## src/hw/rtl/utv_pkg.sv

```systemverilog
package utv_pkg;

   localparam int unsigned LIMIT_PARAM_W = 24;
   localparam logic [LIMIT_PARAM_W-1:0] LENGTH_LIMIT_MAX_DEFAULT = 24'd65535;
   localparam int unsigned QUEUE_DEPTH_DEFAULT = 2;

   localparam int unsigned LENGTH_W = 16;
   localparam logic [LENGTH_W-1:0] LENGTH_CAP = 16'hFFFF;

   localparam int unsigned COUNT_W = 17;
   localparam logic [COUNT_W-1:0] COUNT_SAT = 17'h1FFFF;

   localparam int unsigned CP_W = 21;
   localparam logic [CP_W-1:0] CP_MAX = 21'h10FFFF;
   localparam logic [CP_W-1:0] SURR_LO = 21'h00D800;
   localparam logic [CP_W-1:0] SURR_HI = 21'h00DFFF;
   localparam logic [CP_W-1:0] MIN_TWO = 21'h000080;
   localparam logic [CP_W-1:0] MIN_THREE = 21'h000800;
   localparam logic [CP_W-1:0] MIN_FOUR = 21'h010000;

   localparam logic [7:0] CTRL_LIMIT = 8'h20;
   localparam logic [7:0] DEL_BYTE = 8'h7F;

   // byte kinds
   localparam logic [2:0] KIND_ASCII = 3'd0;
   localparam logic [2:0] KIND_CONT = 3'd1;
   localparam logic [2:0] KIND_LEAD2 = 3'd2;
   localparam logic [2:0] KIND_LEAD3 = 3'd3;
   localparam logic [2:0] KIND_LEAD4 = 3'd4;
   localparam logic [2:0] KIND_BAD = 3'd5;

   // sequence classes
   localparam logic [1:0] SEQ_NONE = 2'd0;
   localparam logic [1:0] SEQ_TWO = 2'd1;
   localparam logic [1:0] SEQ_THREE = 2'd2;
   localparam logic [1:0] SEQ_FOUR = 2'd3;

   // error codes
   localparam logic [1:0] ERR_NONE = 2'd0;
   localparam logic [1:0] ERR_TOO_LONG = 2'd1;
   localparam logic [1:0] ERR_MALFORMED = 2'd2;
   localparam logic [1:0] ERR_CONTROL = 2'd3;

   // configuration port
   localparam int unsigned CSR_ADDR_W = 3;
   localparam int unsigned CSR_DATA_W = 32;
   localparam logic REG_BYTE_LIMIT = 1'b0;

   typedef struct packed {
      logic [2:0] kind;
      logic [5:0] payload;
      logic       ctrl;
      logic       last;
   } byte_item_type;

   typedef struct packed {
      logic       text_ok;
      logic [1:0] error_code;
   } verdict_type;

endpackage

```

## src/hw/rtl/utv_fifo.sv

```systemverilog
module utv_fifo #(
   parameter int unsigned WIDTH = 8,
   parameter int unsigned DEPTH = utv_pkg::QUEUE_DEPTH_DEFAULT
) (
   input  logic             clock,
   input  logic             reset,
   input  logic             push,
   input  logic [WIDTH-1:0] push_data,
   output logic             full,
   input  logic             pop,
   output logic [WIDTH-1:0] pop_data,
   output logic             empty
);

   localparam int unsigned PTR_W = (DEPTH > 1) ? $clog2(DEPTH) : 1;
   localparam int unsigned CNT_W = $clog2(DEPTH + 1);
   localparam logic [PTR_W-1:0] LAST_PTR = PTR_W'(DEPTH - 1);
   localparam logic [CNT_W-1:0] FULL_CNT = CNT_W'(DEPTH);

   logic [WIDTH-1:0] mem_ff [DEPTH];
   logic [PTR_W-1:0] wr_ptr_ff, wr_ptr_in;
   logic [PTR_W-1:0] rd_ptr_ff, rd_ptr_in;
   logic [CNT_W-1:0] count_ff, count_in;
   logic             do_push, do_pop;

   assign full = (count_ff == FULL_CNT);
   assign empty = (count_ff == '0);
   assign do_push = push && !full;
   assign do_pop = pop && !empty;
   assign pop_data = mem_ff[rd_ptr_ff];

   always_comb begin
      wr_ptr_in = wr_ptr_ff;
      rd_ptr_in = rd_ptr_ff;
      count_in = count_ff;
      if (do_push) begin
         wr_ptr_in = (wr_ptr_ff == LAST_PTR) ? '0 : wr_ptr_ff + 1'b1;
      end
      if (do_pop) begin
         rd_ptr_in = (rd_ptr_ff == LAST_PTR) ? '0 : rd_ptr_ff + 1'b1;
      end
      if (do_push && !do_pop) begin
         count_in = count_ff + 1'b1;
      end else if (do_pop && !do_push) begin
         count_in = count_ff - 1'b1;
      end
   end

   always_ff @(posedge clock) begin
      if (do_push) begin
         mem_ff[wr_ptr_ff] <= push_data;
      end
   end

   always_ff @(posedge clock) begin
      if (reset) begin
         wr_ptr_ff <= '0;
         rd_ptr_ff <= '0;
         count_ff <= '0;
      end else begin
         wr_ptr_ff <= wr_ptr_in;
         rd_ptr_ff <= rd_ptr_in;
         count_ff <= count_in;
      end
   end

endmodule

```

## src/hw/rtl/utv_front.sv

```systemverilog
module utv_front (
   input  logic                    data_valid,
   input  logic [7:0]              data_byte,
   input  logic                    last_byte,
   output logic                    item_push,
   output utv_pkg::byte_item_type  item
);

   assign item_push = data_valid;

   always_comb begin
      item.ctrl = (data_byte < utv_pkg::CTRL_LIMIT) || (data_byte == utv_pkg::DEL_BYTE);
      item.last = last_byte;
      item.payload = data_byte[5:0];
      if (!data_byte[7]) begin
         item.kind = utv_pkg::KIND_ASCII;
      end else if (data_byte[7:6] == 2'b10) begin
         item.kind = utv_pkg::KIND_CONT;
      end else if (data_byte[7:5] == 3'b110) begin
         item.kind = utv_pkg::KIND_LEAD2;
         item.payload = {1'b0, data_byte[4:0]};
      end else if (data_byte[7:4] == 4'b1110) begin
         item.kind = utv_pkg::KIND_LEAD3;
         item.payload = {2'b0, data_byte[3:0]};
      end else if (data_byte[7:3] == 5'b11110) begin
         item.kind = utv_pkg::KIND_LEAD4;
         item.payload = {3'b0, data_byte[2:0]};
      end else begin
         item.kind = utv_pkg::KIND_BAD;
      end
   end

endmodule

```

## src/hw/rtl/utv_back.sv

```systemverilog
module utv_back (
   input  logic                              clock,
   input  logic                              reset,
   input  logic                              item_valid,
   input  utv_pkg::byte_item_type            item,
   input  logic [utv_pkg::LENGTH_W-1:0]      limit,
   input  logic                              verdict_full,
   output logic                              item_pop,
   output logic                              verdict_push,
   output utv_pkg::verdict_type              verdict
);

   logic [utv_pkg::COUNT_W-1:0] count_ff, count_in;
   logic [1:0]                  pend_ff, pend_in;
   logic [utv_pkg::CP_W-1:0]    cp_ff, cp_in;
   logic [1:0]                  cls_ff, cls_in;
   logic                        bad_ff, bad_in;
   logic                        ctrl_ff, ctrl_in;
   logic [utv_pkg::CP_W-1:0]    cp_next;
   logic [utv_pkg::CP_W-1:0]    cp_min;
   logic                        advance;
   logic [1:0]                  code;

   assign advance = item_valid && !verdict_full;
   assign item_pop = advance;
   assign cp_next = {cp_ff[utv_pkg::CP_W-7:0], item.payload};

   always_comb begin
      case (cls_ff)
         utv_pkg::SEQ_TWO: cp_min = utv_pkg::MIN_TWO;
         utv_pkg::SEQ_THREE: cp_min = utv_pkg::MIN_THREE;
         default: cp_min = utv_pkg::MIN_FOUR;
      endcase
   end

   always_comb begin
      count_in = count_ff;
      pend_in = pend_ff;
      cp_in = cp_ff;
      cls_in = cls_ff;
      bad_in = bad_ff;
      ctrl_in = ctrl_ff;
      code = utv_pkg::ERR_NONE;
      verdict_push = 1'b0;
      if (advance) begin
         if (count_ff != utv_pkg::COUNT_SAT) begin
            count_in = count_ff + 1'b1;
         end
         if (item.ctrl) begin
            ctrl_in = 1'b1;
         end
         if (!bad_ff) begin
            if (pend_ff == 2'd0) begin
               case (item.kind)
                  utv_pkg::KIND_ASCII: begin
                  end
                  utv_pkg::KIND_LEAD2: begin
                     pend_in = 2'd1;
                     cls_in = utv_pkg::SEQ_TWO;
                     cp_in = utv_pkg::CP_W'(item.payload);
                  end
                  utv_pkg::KIND_LEAD3: begin
                     pend_in = 2'd2;
                     cls_in = utv_pkg::SEQ_THREE;
                     cp_in = utv_pkg::CP_W'(item.payload);
                  end
                  utv_pkg::KIND_LEAD4: begin
                     pend_in = 2'd3;
                     cls_in = utv_pkg::SEQ_FOUR;
                     cp_in = utv_pkg::CP_W'(item.payload);
                  end
                  default: bad_in = 1'b1;
               endcase
            end else if (item.kind != utv_pkg::KIND_CONT) begin
               bad_in = 1'b1;
            end else begin
               pend_in = pend_ff - 1'b1;
               cp_in = cp_next;
               if (pend_ff == 2'd1) begin
                  // sequence complete: reject overlong, out of range and surrogates
                  if ((cp_next < cp_min) || (cp_next > utv_pkg::CP_MAX) ||
                      ((cp_next >= utv_pkg::SURR_LO) && (cp_next <= utv_pkg::SURR_HI))) begin
                     bad_in = 1'b1;
                  end
                  cp_in = '0;
                  cls_in = utv_pkg::SEQ_NONE;
               end
            end
         end
         if (item.last) begin
            verdict_push = 1'b1;
            if (count_in > {1'b0, limit}) begin
               code = utv_pkg::ERR_TOO_LONG;
            end else if (bad_in || (pend_in != 2'd0)) begin
               code = utv_pkg::ERR_MALFORMED;
            end else if (ctrl_in) begin
               code = utv_pkg::ERR_CONTROL;
            end
            // clear for the next text
            count_in = '0;
            pend_in = 2'd0;
            cp_in = '0;
            cls_in = utv_pkg::SEQ_NONE;
            bad_in = 1'b0;
            ctrl_in = 1'b0;
         end
      end
      verdict.error_code = code;
      verdict.text_ok = (code == utv_pkg::ERR_NONE);
   end

   always_ff @(posedge clock) begin
      if (reset) begin
         count_ff <= '0;
         pend_ff <= 2'd0;
         cp_ff <= '0;
         cls_ff <= utv_pkg::SEQ_NONE;
         bad_ff <= 1'b0;
         ctrl_ff <= 1'b0;
      end else begin
         count_ff <= count_in;
         pend_ff <= pend_in;
         cp_ff <= cp_in;
         cls_ff <= cls_in;
         bad_ff <= bad_in;
         ctrl_ff <= ctrl_in;
      end
   end

endmodule

```

## src/hw/rtl/utf8_text_validator_unit.sv

```systemverilog
// UTF-8 text validator.
// Requests carry one byte of a text each (req_data_byte) with req_last_byte set
// on the final byte; a request is taken at a clock edge with req_push high and
// req_full low. Texts are never empty.
// One verdict comes out per text on the result side: rsp_text_ok and
// rsp_error_code (none, too long, malformed UTF-8, control byte, in that
// priority) are valid while rsp_empty is low and are taken with rsp_pop.
// Throughput is one byte per cycle while the result queue has room: a
// classifier feeds a short queue and the decode/verdict stage consumes one
// entry per cycle into the result queue. A final byte passes the byte queue,
// then its verdict is registered in the result queue and rsp_empty falls.
// If the receiver stalls, verdicts collect in the result queue; once it fills
// the decode stage holds, then the byte queue fills and req_full rises.
// The length limit is the smaller of the byte limit register (CSR at byte
// address 0) and LENGTH_LIMIT_MAX; write it only while no text is in flight.
// Synchronous reset empties both queues, clears the text state and sets the
// byte limit register to LENGTH_LIMIT_MAX capped at 0xFFFF.
module utf8_text_validator_unit #(
   parameter logic [utv_pkg::LIMIT_PARAM_W-1:0] LENGTH_LIMIT_MAX =
      utv_pkg::LENGTH_LIMIT_MAX_DEFAULT,
   parameter int unsigned QUEUE_DEPTH = utv_pkg::QUEUE_DEPTH_DEFAULT
) (
   input  logic                               clock,
   input  logic                               reset,
   input  logic                               req_push,
   output logic                               req_full,
   input  logic [7:0]                         req_data_byte,
   input  logic                               req_last_byte,
   output logic                               rsp_empty,
   input  logic                               rsp_pop,
   output logic                               rsp_text_ok,
   output logic [1:0]                         rsp_error_code,
   input  logic                               csr_psel,
   input  logic                               csr_penable,
   input  logic                               csr_pwrite,
   input  logic [utv_pkg::CSR_ADDR_W-1:0]     csr_paddr,
   input  logic [utv_pkg::CSR_DATA_W-1:0]     csr_pwdata,
   output logic [utv_pkg::CSR_DATA_W-1:0]     csr_prdata,
   output logic                               csr_pready
);

   localparam logic [utv_pkg::LENGTH_W-1:0] LIMIT_CAP =
      (LENGTH_LIMIT_MAX > utv_pkg::LIMIT_PARAM_W'(utv_pkg::LENGTH_CAP)) ?
      utv_pkg::LENGTH_CAP : LENGTH_LIMIT_MAX[utv_pkg::LENGTH_W-1:0];
   localparam int unsigned ITEM_W = $bits(utv_pkg::byte_item_type);
   localparam int unsigned VERDICT_W = $bits(utv_pkg::verdict_type);

   logic [utv_pkg::LENGTH_W-1:0] byte_limit_ff, byte_limit_in;
   logic [utv_pkg::LENGTH_W-1:0] limit;
   logic                         csr_write;

   utv_pkg::byte_item_type front_item, back_item;
   logic                   front_push;
   logic                   mid_empty, mid_pop;
   utv_pkg::verdict_type   verdict, rsp_verdict;
   logic                   verdict_push, verdict_full;
   logic [ITEM_W-1:0]      back_item_bits;
   logic [VERDICT_W-1:0]   rsp_verdict_bits;

   assign csr_pready = 1'b1;
   assign csr_write = csr_psel && csr_penable && csr_pwrite &&
                      (csr_paddr[utv_pkg::CSR_ADDR_W-1] == utv_pkg::REG_BYTE_LIMIT);
   assign csr_prdata = (csr_paddr[utv_pkg::CSR_ADDR_W-1] == utv_pkg::REG_BYTE_LIMIT) ?
                       utv_pkg::CSR_DATA_W'(byte_limit_ff) : '0;
   assign byte_limit_in = csr_write ? csr_pwdata[utv_pkg::LENGTH_W-1:0] : byte_limit_ff;
   assign limit = (byte_limit_ff < LIMIT_CAP) ? byte_limit_ff : LIMIT_CAP;

   always_ff @(posedge clock) begin
      if (reset) begin
         byte_limit_ff <= LIMIT_CAP;
      end else begin
         byte_limit_ff <= byte_limit_in;
      end
   end

   utv_front u_front (
      .data_valid (req_push),
      .data_byte  (req_data_byte),
      .last_byte  (req_last_byte),
      .item_push  (front_push),
      .item       (front_item)
   );

   utv_fifo #(
      .WIDTH (ITEM_W),
      .DEPTH (QUEUE_DEPTH)
   ) u_byte_queue (
      .clock     (clock),
      .reset     (reset),
      .push      (front_push),
      .push_data (front_item),
      .full      (req_full),
      .pop       (mid_pop),
      .pop_data  (back_item_bits),
      .empty     (mid_empty)
   );

   assign back_item = utv_pkg::byte_item_type'(back_item_bits);

   utv_back u_back (
      .clock        (clock),
      .reset        (reset),
      .item_valid   (!mid_empty),
      .item         (back_item),
      .limit        (limit),
      .verdict_full (verdict_full),
      .item_pop     (mid_pop),
      .verdict_push (verdict_push),
      .verdict      (verdict)
   );

   utv_fifo #(
      .WIDTH (VERDICT_W),
      .DEPTH (QUEUE_DEPTH)
   ) u_verdict_queue (
      .clock     (clock),
      .reset     (reset),
      .push      (verdict_push),
      .push_data (verdict),
      .full      (verdict_full),
      .pop       (rsp_pop),
      .pop_data  (rsp_verdict_bits),
      .empty     (rsp_empty)
   );

   assign rsp_verdict = utv_pkg::verdict_type'(rsp_verdict_bits);
   assign rsp_text_ok = rsp_verdict.text_ok;
   assign rsp_error_code = rsp_verdict.error_code;

endmodule
```

## config.mk

```make
export PLATFORM = sky130hd
export DESIGN_NAME = utf8_text_validator_unit
export DESIGN_NICKNAME = d
export VERILOG_FILES = /design/src/hw/rtl/utv_pkg.sv /design/src/hw/rtl/utv_fifo.sv /design/src/hw/rtl/utv_front.sv /design/src/hw/rtl/utv_back.sv /design/src/hw/rtl/utf8_text_validator_unit.sv
export SDC_FILE = /design/constraint.sdc
export NUM_CORES = 1
export LEC_CHECK = 0
export BUFFER_PORTS_ARGS = -buffer_cell sky130_fd_sc_hd__buf_2
export CAP_MARGIN = 10
export CORE_ASPECT_RATIO = 0.75
export CORE_MARGIN = 4
export CORE_UTILIZATION = 35
export CTS_CLUSTER_SIZE = 8
export DETAILED_ROUTE_END_ITERATION = 8
export GPL_TIMING_DRIVEN = 0
export HOLD_SLACK_MARGIN = 0.06
export PLACE_DENSITY = 0.54
export SETUP_SLACK_MARGIN = 0.5
export SLEW_MARGIN = 25
export SYNTH_ARGS = -nofsm -noshare
export SYNTH_HDL_FRONTEND = slang
export SYNTH_SLANG_ARGS = --single-unit
```

## constraint.sdc

```tcl
create_clock -name clock -period 4.6 [get_ports clock]
set_input_delay 0.92 -clock clock [delete_from_list [all_inputs] [get_ports clock]]
set_output_delay 0.92 -clock clock [all_outputs]
set_load 0.01 [all_outputs]
```

==> impl_metrics.ini <==
[drt]
vias_per_cell = 4.95
ant_nets = 0
post_drt_wl_per_cell_um = 14.1
wl_um = 11900
first_iter_violations = 281
firstDrtPassIters = 5
route.detailed.drc = 0
vias = 4181

[power]
swShare = 0.342
switching_power_uw = 911
seqPwrFrac = 0.387
cellPowerDensity_mw_per_mm2 = 442
peakVddDrop_uv = 192
pwr-share-clk = 0.272
intPower_mw = 1.75
p_leak_nw = 2.55
comb_power_share = 0.341

[worst_setup_path]
critPathKind = register to register
required_ns = 4.72
crit_fanout = 7
crit_family = simple AND/OR/NAND/NOR gates
max_stage_delay_ns = 0.41
start_kind = register
cp_num_buf_inv = 0
crit_arrival_ns = 3.85
cp-end-kind = register
cpMaxStageDelayCell = dfxtp_1
path_cells = ha_1, nand2_1, nor4_4, nand2_1, nand4_1, xnor2_1, ha_1, and4_1, nor2b_1, o31ai_1, nand4_1, a221o_1, o21ai_0

[yosys]
yosysUniqueCellTypes = 72
synth_area_leader_cell = dfxtp_1
yosysWarnings = 0
synth_edf_count = 28
synth_top_flop_cell = dfxtp_1
ys_top_cells_by_area = dfxtp_1, edfxtp_1, ha_1, nor2_1, nand2_1
avgSynthCellArea_um2 = 9.22
synthArstFlopShare = 0
yosysMostFrequentCell = dfxtp_1
synth_top_area_frac = 0.249
synth_common_cells = dfxtp_1, nor2_1, nand2_1
ys_ff_latch = 92
ys_seq_area_frac = 0.412
netlist_area_mm2 = 0.00515
syn_inst = 559

[place]
gp_congestion = 0.858
port_buffers = 52
post-dp-hpwl_um = 9020

[sta]
setup_violations = 0
fmax_mhz = 268
slew_headroom = 0.324
final_hold_viol_count = 0
skew_ns = 0.00667
finalSetupTns_ns = 0
finalCritPeriodShare = 0.811
worstMarginPinSlew_ns = 0.986
rsz0062_at_grt = false
finalMaxSlewViolations = 0
final.min_clock_period_ns = 3.73

[cts]
cts-resized-gates = 0
cts_tree = built
cts.path.max_buffers = 2
cts_root_buffer = clkbuf_16
ctsHoldBuffers = 0
ctsHtreeMaxLevel = 3
cts_sinks = 92
clkLatencyLatePin_ns = 0.34
cts_made_buffers = 9
clkTransAtPathRegs_ns = 0.06
post_cts.repair.setup_buffers = 0

[global_route]
grtUsageTotal = 0.146
grt_pass1_vias = 4124
antenna_found_initial = 0
grt_max_degree = 16
grt.overflow.total = 0
grt_pass1_wl_um = 19900

[job]
drv_cap = 0

[die]
fp.coreArea_mm2 = 0.0145
die_h_um = 113
dieArea_mm2 = 0.0168
start_util = 0.357
io-pin-count = 89
die_w_um = 148
rows = 38

[finish]
seq_area_mm2 = 0.00212
multi_input_area_mm2 = 0.00266
nFillCells = 1478
area_growth_pct = 16.9
antennaDiodeCount = 0
nNetsFinal = 715
utilization = 0.417
drive_above_1_share = 0.194

[status]
status = completed

[hold_path]
worstHoldPathType = register to register
power by group through the flow:
stage	Combinational (mW)	Sequential, mW	Clock, mW
after detailed placement	0.901	1.05	0
final	0.907	1.03	0.725
after global routing	1.00	1.05	0.787
after CTS	0.907	1.03	0.744
after global placement	0.881	1.04	0
after floorplan	0.675	1.03	0
stage by stage:
| step | worst slack [ns] | instances | cell area (um^2) | hold WS [ns] | power (mW) |
|---|---|---|---|---|---|
| floorplan | 1.38 | 574 | 5210 | 0.433 | 1.70 |
| global placement | 0.779 | 826 | 5720 | 0.447 | 1.92 |
| detailed placement | 0.759 | 826 | 5720 | 0.458 | 1.95 |
| CTS | 0.709 | 842 | 6010 | 0.467 | 2.68 |
| global route | 0.655 | 844 | 6030 | 0.492 | 2.84 |
| finish | 0.870 | 844 | 6030 | 0.460 | 2.66 |
routing by layer:
layer / vias to the layer above / GRT usage / wire length (um)
li1: 2119 / - / -
met1: 1959 / 0.204 / 5920
met2: 89 / 0.228 / 5260
met3: 14 / 0.0380 / 596
met4: 0 / 0.0357 / 152
met5: - / 0 / 0
worst paths after layout:
kind | startpoint | endpoint | slack (ns) | cells past startpoint
worst max-delay path | u_back.count_ff[0] | u_verdict_queue.mem_ff[1][2] | 0.87 | 13
worst min-delay path | u_back.cp_ff[12] | u_back.cp_ff[12] | 0.46 | 2
worst max register to register | u_back.count_ff[0] | u_verdict_queue.mem_ff[1][2] | 0.87 | 13
worst min register to register | u_back.cp_ff[12] | u_back.cp_ff[12] | 0.46 | 2
placed cells by master (no fill, tap or decap), drive strengths merged, types with 4 or more instances in the layout:
cell type / count
a21boi: 4
a21oi: 24
a22oi: 4
a31oi: 8
and3: 4
and4: 4
buf: 77
clkbuf: 35
conb: 17
dfxtp: 64
edfxtp: 28
ha: 25
inv: 33
mux2: 13
mux2i: 18
nand2: 54
nand3: 20
nand4: 10
nor2: 59
nor2b: 8
nor3: 14
o211ai: 18
o21ai: 21
or3: 10
or4: 4
xnor2: 11
xor2: 11
cell families after synthesis:
group / Yosys count / share of synthesized area
AO/OA/AOI/OAI: 108 / 0.143
multiplexers: 31 / 0.0648
other: 2 / 0.00146
flip-flops: 92 / 0.412
buffers and inverters: 79 / 0.0842
adder cells (fa/ha/maj): 25 / 0.0607
AND/OR/NAND/NOR: 200 / 0.197
XOR/XNOR: 22 / 0.0374
worst register-to-register path, stage by stage, from the launching register on:
cell,delay [ns]
dfxtp_1,0.41
ha_1,0.29
nand2_1,0.16
nor4_4,0.26
nand2_1,0.26
nand4_1,0.22
xnor2_1,0.15
ha_1,0.26
and4_1,0.22
nor2b_1,0.13
o31ai_1,0.25
nand4_1,0.17
a221o_1,0.40
o21ai_0,0.33
layout make-up:
type                            count  share of cell area
Inverter                           33              0.0206
Buffer                             46              0.0515
Tap cell                          200              0.0415
Timing Repair Buffer               54              0.0457
Multi-Input combinational cell    403               0.441
Sequential cell                    92               0.352
Clock inverter                      4             0.00831
Clock buffer                       12              0.0392
registers in the layout, indices dropped and copies added (netlist names), 2 cells and up, named ones only:
name / flops
u_byte_queue.count_ff: 2
u_back.count_ff: 17
u_back.cls_ff: 2
byte_limit_ff: 16
u_byte_queue.mem_ff: 22
u_verdict_queue.mem_ff: 6
u_verdict_queue.count_ff: 2
u_back.pend_ff: 2
u_back.cp_ff: 15
Note: power is estimated with default switching activity, not from simulation.
